`src/rtl/irpt_pkg.sv`:
```
// shared types, register codes and helpers for the ir pulse train transmitter
// used by irpt_mem, irpt_seq and ir_pulse_train_transmitter
package irpt_pkg;

    localparam int IRPT_PATTERN_DEPTH = 64;

    localparam logic [1:0] REQ_TICK  = 2'd0;
    localparam logic [1:0] REQ_WRITE = 2'd1;
    localparam logic [1:0] REQ_START = 2'd2;

    localparam logic [2:0] CFG_PATTERN_LENGTH = 3'd0;
    localparam logic [2:0] CFG_REPEAT_TOTAL   = 3'd1;
    localparam logic [2:0] CFG_GAP_DURATION   = 3'd2;
    localparam logic [2:0] CFG_CARRIER_PERIOD = 3'd3;
    localparam logic [2:0] CFG_TICK_PRESCALE  = 3'd4;

    localparam logic [6:0]  RST_PATTERN_LENGTH = 7'd1;
    localparam logic [15:0] RST_REPEAT_TOTAL   = 16'd1;
    localparam logic [15:0] RST_GAP_DURATION   = 16'd0;
    localparam logic [15:0] RST_CARRIER_PERIOD = 16'd3000;
    localparam logic [7:0]  RST_TICK_PRESCALE  = 8'd83;

    typedef struct packed {
        logic [6:0]  pattern_length;
        logic [15:0] repeat_total;
        logic [15:0] gap_duration;
        logic [15:0] carrier_period;
        logic [7:0]  tick_prescale;
    } cfg_t;

    typedef struct packed {
        logic ir_out;
        logic mark_active;
        logic busy_res;
        logic done_res;
    } res_t;

    function automatic logic [15:0] at_least_one(input logic [15:0] v);
        return (v == 16'd0) ? 16'd1 : v;
    endfunction

endpackage

```
`src/rtl/irpt_mem.sv`:
```
// pattern duration memory: one write port, one read port with registered data
// depends on irpt_pkg
module irpt_mem
    import irpt_pkg::*;
#(
    parameter int PATTERN_DEPTH = IRPT_PATTERN_DEPTH,
    parameter int AW = (PATTERN_DEPTH > 1) ? $clog2(PATTERN_DEPTH) : 1
) (
    input  logic          aclk,
    input  logic          wr_en,
    input  logic [AW-1:0] wr_addr,
    input  logic [15:0]   wr_data,
    input  logic          rd_en,
    input  logic [AW-1:0] rd_addr,
    output logic [15:0]   rd_data
);

    logic [15:0] mem [PATTERN_DEPTH];
    logic [15:0] rd_data_reg;

    always_ff @(posedge aclk) begin
        if (wr_en) begin
            mem[wr_addr] <= wr_data;
        end
    end

    always_ff @(posedge aclk) begin
        if (rd_en) begin
            rd_data_reg <= mem[rd_addr];
        end
    end

    assign rd_data = rd_data_reg;

endmodule

```
`src/rtl/irpt_seq.sv`:
```
// playback sequencer: prescaler, carrier counter, entry pointer, repeat and gap control
// depends on irpt_pkg; reads durations from irpt_mem's registered read port after a load
module irpt_seq
    import irpt_pkg::*;
#(
    parameter int PATTERN_DEPTH = IRPT_PATTERN_DEPTH,
    parameter int AW = (PATTERN_DEPTH > 1) ? $clog2(PATTERN_DEPTH) : 1
) (
    input  logic          aclk,
    input  logic          aresetn,
    input  logic          accept,
    input  logic [1:0]    req_type,
    input  cfg_t          cfg,
    input  logic [15:0]   rd_data,
    output logic          rd_en,
    output logic [AW-1:0] rd_addr,
    output res_t          res
);

    localparam int CW = ((AW > 7) ? AW : 7) + 1;

    logic [AW-1:0] ptr_reg, ptr_next;
    logic [15:0]   rep_reg, rep_next;
    logic [15:0]   dur_reg, dur_next;
    logic          pend_reg, pend_next;
    logic [7:0]    presc_reg, presc_next;
    logic [15:0]   cc_reg, cc_next;
    logic          gate_reg, gate_next;
    logic          send_reg, send_next;
    logic          gap_reg, gap_next;

    logic [15:0]   dur_cur;
    logic [15:0]   dur_dec;
    logic [15:0]   per_eff;
    logic [15:0]   cc_inc;
    logic [CW-1:0] len_raw;
    logic [CW-1:0] len_eff;
    logic [CW-1:0] ptr_plus;
    logic          load;
    logic [AW-1:0] load_idx;
    logic          done;

    assign dur_cur  = pend_reg ? at_least_one(rd_data) : dur_reg;
    assign per_eff  = (cfg.carrier_period < 16'd2) ? 16'd2 : cfg.carrier_period;
    assign cc_inc   = cc_reg + 16'd1;
    assign dur_dec  = (dur_cur != 16'd0) ? (dur_cur - 16'd1) : dur_cur;
    assign len_raw  = CW'(cfg.pattern_length);
    assign ptr_plus = CW'(ptr_reg) + CW'(1);

    always_comb begin
        if (len_raw == '0) begin
            len_eff = CW'(1);
        end else if (len_raw > CW'(PATTERN_DEPTH)) begin
            len_eff = CW'(PATTERN_DEPTH);
        end else begin
            len_eff = len_raw;
        end
    end

    always_comb begin
        ptr_next   = ptr_reg;
        rep_next   = rep_reg;
        dur_next   = dur_reg;
        pend_next  = pend_reg;
        presc_next = presc_reg;
        cc_next    = cc_reg;
        gate_next  = gate_reg;
        send_next  = send_reg;
        gap_next   = gap_reg;
        load       = 1'b0;
        load_idx   = '0;
        done       = 1'b0;
        if (accept) begin
            case (req_type)
                REQ_TICK: begin
                    cc_next = (cc_inc >= per_eff) ? 16'd0 : cc_inc;
                    if (send_reg) begin
                        if (presc_reg >= cfg.tick_prescale) begin
                            presc_next = 8'd0;
                            dur_next   = dur_dec;
                            pend_next  = 1'b0;
                            if (dur_dec == 16'd0) begin
                                if (gap_reg) begin
                                    gap_next = 1'b0;
                                    load     = 1'b1;
                                end else if (ptr_plus < len_eff) begin
                                    load     = 1'b1;
                                    load_idx = ptr_plus[AW-1:0];
                                end else begin
                                    gate_next = 1'b0;
                                    rep_next  = rep_reg - 16'd1;
                                    ptr_next  = '0;
                                    if (rep_reg == 16'd1) begin
                                        send_next = 1'b0;
                                        dur_next  = 16'd0;
                                        done      = 1'b1;
                                    end else begin
                                        gap_next = 1'b1;
                                        dur_next = at_least_one(cfg.gap_duration);
                                    end
                                end
                            end
                        end else begin
                            presc_next = presc_reg + 8'd1;
                        end
                    end
                end
                REQ_START: begin
                    send_next  = 1'b1;
                    gap_next   = 1'b0;
                    rep_next   = at_least_one(cfg.repeat_total);
                    presc_next = 8'd0;
                    load       = 1'b1;
                end
                default: ;
            endcase
            if (load) begin
                ptr_next  = load_idx;
                gate_next = ~load_idx[0];
                pend_next = 1'b1;
            end
        end
    end

    assign rd_en   = load;
    assign rd_addr = load_idx;

    always_ff @(posedge aclk) begin
        if (!aresetn) begin
            ptr_reg   <= '0;
            rep_reg   <= '0;
            dur_reg   <= '0;
            pend_reg  <= 1'b0;
            presc_reg <= '0;
            cc_reg    <= '0;
            gate_reg  <= 1'b0;
            send_reg  <= 1'b0;
            gap_reg   <= 1'b0;
        end else begin
            ptr_reg   <= ptr_next;
            rep_reg   <= rep_next;
            dur_reg   <= dur_next;
            pend_reg  <= pend_next;
            presc_reg <= presc_next;
            cc_reg    <= cc_next;
            gate_reg  <= gate_next;
            send_reg  <= send_next;
            gap_reg   <= gap_next;
        end
    end

    always_comb begin
        res.mark_active = send_next & gate_next;
        res.ir_out      = res.mark_active & (cc_next < (per_eff >> 1));
        res.busy_res    = send_next;
        res.done_res    = done;
    end

endmodule

```
`src/rtl/ir_pulse_train_transmitter.sv`:
```
// ir mark/space pulse train transmitter top level
// result: registered in the output register on each input transfer
// throughput: one item per cycle unless the result register stalls; a loaded duration
//   is read from the pattern memory in the load cycle and used from the next item on
// reset: control and configuration cleared to defaults, pattern memory not cleared
// depends on irpt_pkg, irpt_mem, irpt_seq
module ir_pulse_train_transmitter
    import irpt_pkg::*;
#(
    parameter int PATTERN_DEPTH = IRPT_PATTERN_DEPTH
) (
    input  logic        aclk,
    input  logic        aresetn,
    input  logic        s_valid,
    output logic        s_ready,
    input  logic [1:0]  s_req_type,
    input  logic [5:0]  s_entry_index,
    input  logic [15:0] s_entry_duration,
    output logic        m_valid,
    input  logic        m_ready,
    output logic        m_ir_out,
    output logic        m_mark_active,
    output logic        m_busy_res,
    output logic        m_done_res,
    input  logic        cfg_valid,
    output logic        cfg_ready,
    input  logic [2:0]  cfg_index,
    input  logic [15:0] cfg_data
);

    localparam int AW = (PATTERN_DEPTH > 1) ? $clog2(PATTERN_DEPTH) : 1;
    localparam int IW = ((AW > 6) ? AW : 6) + 1;

    cfg_t          cfg_reg;
    res_t          res;
    res_t          res_reg;
    logic          m_valid_reg;
    logic          s_accept;
    logic          mem_wr_en;
    logic [IW-1:0] wr_idx;
    logic          rd_en;
    logic [AW-1:0] rd_addr;
    logic [15:0]   rd_data;

    assign s_ready   = ~m_valid_reg | m_ready;
    assign s_accept  = s_valid & s_ready;
    assign cfg_ready = 1'b1;

    assign wr_idx    = IW'(s_entry_index);
    assign mem_wr_en = s_accept && (s_req_type == REQ_WRITE) && (wr_idx < IW'(PATTERN_DEPTH));

    always_ff @(posedge aclk) begin
        if (!aresetn) begin
            cfg_reg.pattern_length <= RST_PATTERN_LENGTH;
            cfg_reg.repeat_total   <= RST_REPEAT_TOTAL;
            cfg_reg.gap_duration   <= RST_GAP_DURATION;
            cfg_reg.carrier_period <= RST_CARRIER_PERIOD;
            cfg_reg.tick_prescale  <= RST_TICK_PRESCALE;
        end else if (cfg_valid && cfg_ready) begin
            case (cfg_index)
                CFG_PATTERN_LENGTH: cfg_reg.pattern_length <= cfg_data[6:0];
                CFG_REPEAT_TOTAL:   cfg_reg.repeat_total   <= cfg_data;
                CFG_GAP_DURATION:   cfg_reg.gap_duration   <= cfg_data;
                CFG_CARRIER_PERIOD: cfg_reg.carrier_period <= cfg_data;
                CFG_TICK_PRESCALE:  cfg_reg.tick_prescale  <= cfg_data[7:0];
                default: ;
            endcase
        end
    end

    irpt_mem #(
        .PATTERN_DEPTH (PATTERN_DEPTH),
        .AW            (AW)
    ) u_mem (
        .aclk    (aclk),
        .wr_en   (mem_wr_en),
        .wr_addr (wr_idx[AW-1:0]),
        .wr_data (s_entry_duration),
        .rd_en   (rd_en),
        .rd_addr (rd_addr),
        .rd_data (rd_data)
    );

    irpt_seq #(
        .PATTERN_DEPTH (PATTERN_DEPTH),
        .AW            (AW)
    ) u_seq (
        .aclk     (aclk),
        .aresetn  (aresetn),
        .accept   (s_accept),
        .req_type (s_req_type),
        .cfg      (cfg_reg),
        .rd_data  (rd_data),
        .rd_en    (rd_en),
        .rd_addr  (rd_addr),
        .res      (res)
    );

    // result register, refilled on every input transfer
    always_ff @(posedge aclk) begin
        if (!aresetn) begin
            m_valid_reg <= 1'b0;
        end else if (s_accept) begin
            m_valid_reg <= 1'b1;
        end else if (m_ready) begin
            m_valid_reg <= 1'b0;
        end
    end

    always_ff @(posedge aclk) begin
        if (s_accept) begin
            res_reg <= res;
        end
    end

    assign m_valid       = m_valid_reg;
    assign m_ir_out      = res_reg.ir_out;
    assign m_mark_active = res_reg.mark_active;
    assign m_busy_res    = res_reg.busy_res;
    assign m_done_res    = res_reg.done_res;

    a_done_not_busy: assert property (@(posedge aclk) disable iff (!aresetn)
        m_valid && m_done_res |-> !m_busy_res)
        else $error("done result while still busy");

    a_ir_needs_mark: assert property (@(posedge aclk) disable iff (!aresetn)
        m_valid && m_ir_out |-> m_mark_active)
        else $error("carrier out without mark");

    a_mark_needs_busy: assert property (@(posedge aclk) disable iff (!aresetn)
        m_valid && m_mark_active |-> m_busy_res)
        else $error("mark while not sending");

    a_stall_blocks_input: assert property (@(posedge aclk) disable iff (!aresetn)
        m_valid && !m_ready |-> !s_ready)
        else $error("input taken while result register is stalled");

endmodule

```
`config.mk`:
```
export PLATFORM = sky130hd
export DESIGN_NAME = ir_pulse_train_transmitter
export DESIGN_NICKNAME = d
export VERILOG_FILES = /design/src/rtl/irpt_pkg.sv /design/src/rtl/irpt_mem.sv /design/src/rtl/irpt_seq.sv /design/src/rtl/ir_pulse_train_transmitter.sv
export SDC_FILE = /design/constraint.sdc
export NUM_CORES = 2
export LEC_CHECK = 0
export ABC_AREA = 1
export BUFFER_PORTS_ARGS = -buffer_cell sky130_fd_sc_hd__buf_2
export CORE_AREA = 2 2 330 332
export CTS_CLUSTER_DIAMETER = 50
export DETAILED_ROUTE_END_ITERATION = 10
export DIE_AREA = 0 0 332 334
export PLACE_DENSITY = 0.67
export SLEW_MARGIN = 0
export SYNTH_ARGS = -nofsm -noshare
export SYNTH_HDL_FRONTEND = slang
export SYNTH_SLANG_ARGS = --single-unit
```
`constraint.sdc`:
```
create_clock -name aclk -period 4.6 [get_ports aclk]
set_input_delay 0.92 -clock aclk [delete_from_list [all_inputs] [get_ports aclk]]
set_output_delay 0.92 -clock aclk [all_outputs]
set_load 0.03 [all_outputs]
```
# After elaboration in Yosys (flattened, before gate mapping)

Memory sizes are Yosys's and may differ from the RTL's. A register that Yosys moved wholly into a read port is not among the register bits.
Cells that the tools add are included.

Eq/ne operators: 14
Shifts and indexed selects: 0
$mul: 0
$lt $le $gt $ge: 7
Div/mod/pow operators: 0
Reduce and logical (&&, ||, !) cells: 28
Mux-type cells: 78
$add $sub $neg: 5
Bitwise logic cells: 10

Operators by type and width:

| cell                                                 | number |
|---|---|
| two-way mux 16 bit                                   | 18 |
| two-way mux 6 bit                                    | 15 |
| zero test 16 bit                                     | 4 |
| two-way mux 1 bit                                    | 36 |
| case mux 16 bit (2 select lines)                     | 1 |
| subtractor 16 x 1 -> 16 bit (second input constant)  | 2 |
| two-way mux 8 bit                                    | 3 |
| adder 16 x 1 -> 16 bit (second input constant)       | 1 |
| == test 16 x 1 -> 1 bit (second input constant)      | 1 |
| greater-or-equal comparator 16 bit                   | 1 |
| < comparator 16 x 15 -> 1 bit                        | 1 |
| < comparator 16 x 2 -> 1 bit (second input constant) | 1 |
| case mux 8 bit (2 select lines)                      | 1 |
| nonzero test 16 bit                                  | 1 |
| AND reduction 7 bit                                  | 2 |
| nonzero test 2 bit                                   | 6 |
| AND reduction 2 bit                                  | 5 |
| adder 8 x 1 -> 8 bit (second input constant)         | 1 |
| greater-or-equal comparator 8 bit                    | 1 |
| zero test 8 bit                                      | 1 |
| < comparator 8 bit                                   | 1 |
| != test 2 bit (second input constant)                | 4 |
| AND reduction 4 bit                                  | 2 |
| adder 6 x 1 -> 7 bit (second input constant)         | 1 |
| other kinds (19)                                     | 32 |

Bits of input ports: 48
Memory bits (read-only): 0
Register bits: 134
Latch bits: 0
Memories: 1
RAM bits: 1024

Memories:

| memory    | depth | width | read ports | clocked after memory_dff | write ports | line           | RTL |
|---|---|---|---|---|---|---|---|
| u_mem.mem | 64    | 16    | 1          | 1                        | 1           | irpt_mem.sv:18 | `logic [15:0] mem [PATTERN_DEPTH];` |

# Longest topological paths before layout

Word-level depth: 16
Gate-level depth with buffers: 32

# Cells and area by module

Synthesis repeated with hierarchy kept, for this count alone.

Cells, all modules: 4875
Area, all modules: 51100.3 um^2

Modules (own cells, without submodules):

| module                     | area an instance (um^2) | times used | cells each | seq. area each (um^2) |
|---|---|---|---|---|
| irpt_mem                   | 42300.6                 | 1          | 3534       | 31230.0 |
| irpt_seq                   | 6050.8                  | 1          | 966        | 1321.3 |
| ir_pulse_train_transmitter | 2748.9                  | 1          | 375        | 1401.3 |

# Least setup slack after synthesis

Ideal clock, no wire load.

Path kind: register -> register
Start: register u_seq.cc_reg[0]
End: register res_reg, in the netlist m_ir_out, data pin
Stages on the path, launching flop included: 27
Path slack: 0.507 ns
Data arrival time: 3.955 ns
Cell sequence: dfxtp_1 inv_1 nor2_1 nand3_1 nor3b_1 nand3_1 nor3_1 nand3_1 nor2_1 xor2_1 ha_1 a21oi_1 o21ai_0 a21oi_1 nand3_1 inv_1 clkbuf_1 nand3_1 nand2_1 ha_1 a21oi_1 nor2_1 a211oi_1 nor2_1 nor4_1 nand2_1 nor2_1

RTL lines:

| what                     | line                              | RTL |
|---|---|---|
| start: declaration       | irpt_seq.sv:27                    | `logic [15:0] cc_reg, cc_next;` |
| start signal: assignment | irpt_seq.sv:145                   | `cc_reg <= cc_next;` |
| end signal: assignment   | ir_pulse_train_transmitter.sv:112 | `res_reg <= res;` |
| end: declaration         | ir_pulse_train_transmitter.sv:36  | `res_t res_reg;` |

# Final worst setup path

Start: register u_seq.pend_reg
End: register u_mem.rd_data_reg[7] (netlist: u_mem.rd_data[7]) (read register of u_mem.mem), data pin

Longest elaborated chain between the ends: 10
Elaborated cells between the ends (all ways): 17
Those cells by class: add/sub (1); mux (14); reduce/logical (2)

RTL lines:

| what                                                                        | line            | RTL |
|---|---|---|
| start: declaration                                                          | irpt_seq.sv:25  | `logic pend_reg, pend_next;` |
| start signal: assignment                                                    | irpt_seq.sv:143 | `pend_reg <= pend_next;` |
| two-way mux 16 bit (*)                                                      | irpt_seq.sv:43  | `assign dur_cur = pend_reg ? at_least_one(rd_data) : dur_reg;` |
| subtractor 16 x 1 -> 16 bit / nonzero test 16 bit (equally long branches)   | irpt_seq.sv:46  | `assign dur_dec = (dur_cur != 16'd0) ? (dur_cur - 16'd1) : dur_cur;` |
| two-way mux 16 bit (*)                                                      | irpt_seq.sv:46  |  |
| zero test 16 bit (*)                                                        | irpt_seq.sv:82  | `if (dur_dec == 16'd0) begin` |
| two-way mux 1 bit / two-way mux 6 bit (equally long branches)               | irpt_seq.sv:82  |  |
| two-way mux 1 bit / two-way mux 6 bit (equally long branches)               | irpt_seq.sv:78  | `if (presc_reg >= cfg.tick_prescale) begin` |
| two-way mux 1 bit / two-way mux 6 bit (equally long branches)               | irpt_seq.sv:77  | `if (send_reg) begin` |
| case mux 1 bit (2 select lines) / two-way mux 6 bit (equally long branches) | irpt_seq.sv:74  | `case (req_type)` |
| two-way mux 1 bit / two-way mux 6 bit (equally long branches) (2 in series) | irpt_seq.sv:73  | `if (accept) begin` |
| end: declaration                                                            | irpt_mem.sv:19  | `logic [15:0] rd_data_reg;` |

Every way passes the cells marked *; elsewhere a longest branch is shown, timed or not. The select of a mux whose other input is x is not followed.
A chain may end at the register's enable or synchronous reset.

==> results.md <==
* Status: finished, final reports clean
* Final setup margin at 198 ps
* Syn Inst Count at 5753
* Worst hold slack at ~470 ps
* Worst skew pair latency at between 700 and 800 ps
* Antenna viol nets, final at 0
* # setup viols final at 0
* Drt first pass iters at 8
* Final max-slew violation count at 0
* Total GRT Usage at 29.1%
* Port Buf Inserts at 53
* DP Area at between 50000 and 60000 µm²
* Mux contribution to synthesized area at 0%
* Crit path arrival time at approximately 4900 ps
* Reg2Reg Depth at 27
* CTS max path bufs at 3
* Worst Hold Class: reg2reg
* Filler instances at 9158
* IO Count at 55
* Power Density at around 370 nW/µm²
* Worst-margin pin slew at approximately 1200 ps
* Kind of end point of the critical path: register
* Synth Area in Adders at 1.15%
* Max-cap violations at 0
* Critical Path RT at slightly above 5000 ps
* Final period util at between 90% and 100%
* WS Path Type: reg2reg
* Most frequent cells in the layout: nand2_1, inv_1, edfxtp_1
* Setup Total Neg Slack at 0 ps
* Total congestion overflow at 0
* Final instance area at 62300 µm²
* Simple-gate share of the synthesized area at between 20% and 30%
* Worst Hold Launch: cfg_reg[49]
* Async SR Flop Fraction at 0%
* Hold EP: cfg_reg[49]
* Biggest area consumer among synthesized cells: edfxtp_1
* Leak pwr at about 27 nW
* Reg clk slew, reported paths at about 60 ps
* Most common cell after layout, fill and taps aside: nand2_1
* Die Y at about 330 µm
* DR vias at just over 40000
* Fin. Hold Viols at 0
* Storage cell area at 34000 µm²
* #FFs+latches synth at roughly 1200
* Crit-path max FO at 32
* Worst r2r src: u_seq.pend_reg
* Largest net degree at the start of global routing at around 180
* TritonCTS clock tree: built
* Die X at 332 µm
* Rows at around 120
* Mean Syn Cell Area at around 9.5 µm²
* Final HPWL DP at 101000 µm
* VDD IR max at about 0.00032 V
* Initial antenna violation count at 6
* Post-synth top area share at 57.5%
* Top FF cell, synth: edfxtp_1
* Critical path launch point type: register
* Post-Place Worst Slack at around 6.1 ps
* Post-layout util at a little under 60%
* DRT Wirelength at roughly 170000 µm
* Hold Path Depth at 2
* Clock Skew at 28.2 ps
* RD Place Congestion at 0.953
* Register area share after synthesis at roughly 62%
* Routed len/inst at between 20 and 25 µm
* Die area at between 100000 and 150000 µm²
* Max_slew headroom at between 20 and 25%
* Largest family of logic cells by synthesized area: simple AND/OR/NAND/NOR gates
* Post-Syn Area at approximately 54000 µm²
* Clock root cell: clkbuf_16
* Final min period at between 4000 and 5000 ps
* Post-synthesis xor/xnor area fraction at less than 1%
* First-pass GRT wire length at roughly 240000 µm
* Peak Freq at 227 MHz
* Reg2Reg Capture Point: u_mem.rd_data[7]
* Drt first-iter violations at slightly above 5000
* YS warnings at 0
* Compound-gate portion of the synthesized area at about 2.7%
* Post-Syn Nets at 5851
* Vias in the first global route at a little under 40000
* CORE AREA at 108000 µm²
* R2R setup slack at about 200 ps
* Area growth syn-to-layout at 14.4%
* Multi-input gate area at ~15000 µm²
* DR vias/cell at between 5 and 6
* Number of flip-flops in the largest register at 1024
* Clk sinks at between 1000 and 1500
* Fin nets at 5990
* Synth cell types at between 40 and 50
* Area contributors post-synth: edfxtp_1, nand3_1, nand2_1, inv_1, dfxtp_1
* H-tree Lvls at 4
* Initial core utilization at 50.5%
* Number of buffers created by CTS at between 100 and 150
* Post-synth EDFFs at 1044
* DRC viols at 0
* Share of layout cells above drive strength 1 at 9.59%
synthesized netlist by cell type (all sizes together), types with 14 or more instances:
master / n
o21ai: 115
clkbuf: 138
nor2: 233
ha: 50
o211ai: 14
nand3: 972
nand4: 273
a21oi: 107
xor2: 22
nand2: 1209
inv: 1187
edfxtp: 1044
buf: 170
dfxtp: 130
nor3: 20
layout make-up:
class / instances / share of cell area (%)
Sequential cell: 1174 / 54.5
Tap cell: 1414 / 2.84
Clock inverter: 73 / 1.11
Timing Repair Buffer: 307 / 4.54
Antenna cell: 3 / 0.0120
Multi-Input combinational cell: 3081 / 23.9
Clock buffer: 173 / 5.89
Inverter: 1190 / 7.23
kinds of logic after synthesis:
kind of cell / count (synthesis)
buffers and inverters: 1498
flip-flops: 1174
adder cells (fa/ha/maj): 50
AND/OR/NAND/NOR: 2730
AO/OA/AOI/OAI: 269
other: 1
XOR/XNOR: 31
power by group:
group	switching, mW	internal, mW	total, mW
Combinational	0.650	0.202	0.852
Clock	4.40	6.24	10.6
Sequential	0.0305	11.6	11.7
per-layer routing:
layer	up-vias	share of wire (%)	global-route usage, %
met1	19799	38	37.3
met5	-	0.016	0
met3	377	9.4	5.49
met4	4	4.8	14.2
met2	2114	48	47.7
li1	19236	-	-
timing repair:
action | in CTS | in global routing
endpoints found under the hold margin | 0 | 0
buffers inserted | 0 | 9
endpoints found under the setup margin | 1 | 17
pin swaps | 0 | 4
hold buffers | 0 | 0
resized for setup | 1 | 64
cloned | 0 | 7
worst max-delay path by stage:
stage                                 from                 to  slack, ps
after detailed placement    u_seq.pend_reg  u_mem.rd_data[15]          6
final                       u_seq.pend_reg   u_mem.rd_data[7]        200
after global routing      u_mem.rd_data[9]   u_mem.rd_data[2]         -4
after floorplan            u_seq.cc_reg[0]           m_ir_out        510
after global placement    u_mem.rd_data[1]  u_mem.rd_data[15]        -10
after CTS                   u_seq.pend_reg   u_mem.rd_data[4]         30
per-stage QoR:
stage	total power, mW	instances
5_1_grt	23.7	7412
6_report	23.2	7415
3_5_place_dp	12.7	7150
3_3_place_gp	12.7	7150
2_1_floorplan	12.3	5753
4_1_cts	23.2	7396
worst max-delay path, stage by stage (launching register included):
cell	delay, ps
dfxtp_1	440
inv_2	110
nor2_1	100
nand2_1	70
nand2_1	90
ha_1	190
nand3_1	130
inv_2	100
nand2_2	80
nor2_1	150
nand3_2	160
buf_4	200
nand3_1	120
nand2_1	70
nor2_1	120
nand2_2	110
nor2_4	170
nand4_4	170
clkinv_8	180
buf_4	160
buf_12	190
nand2_1	70
nand3_1	90
nand3_1	140
nand3_1	190
nand3_1	230
nand3_1	170
nand2_1	100
Power figures use the tool's default switching activity.
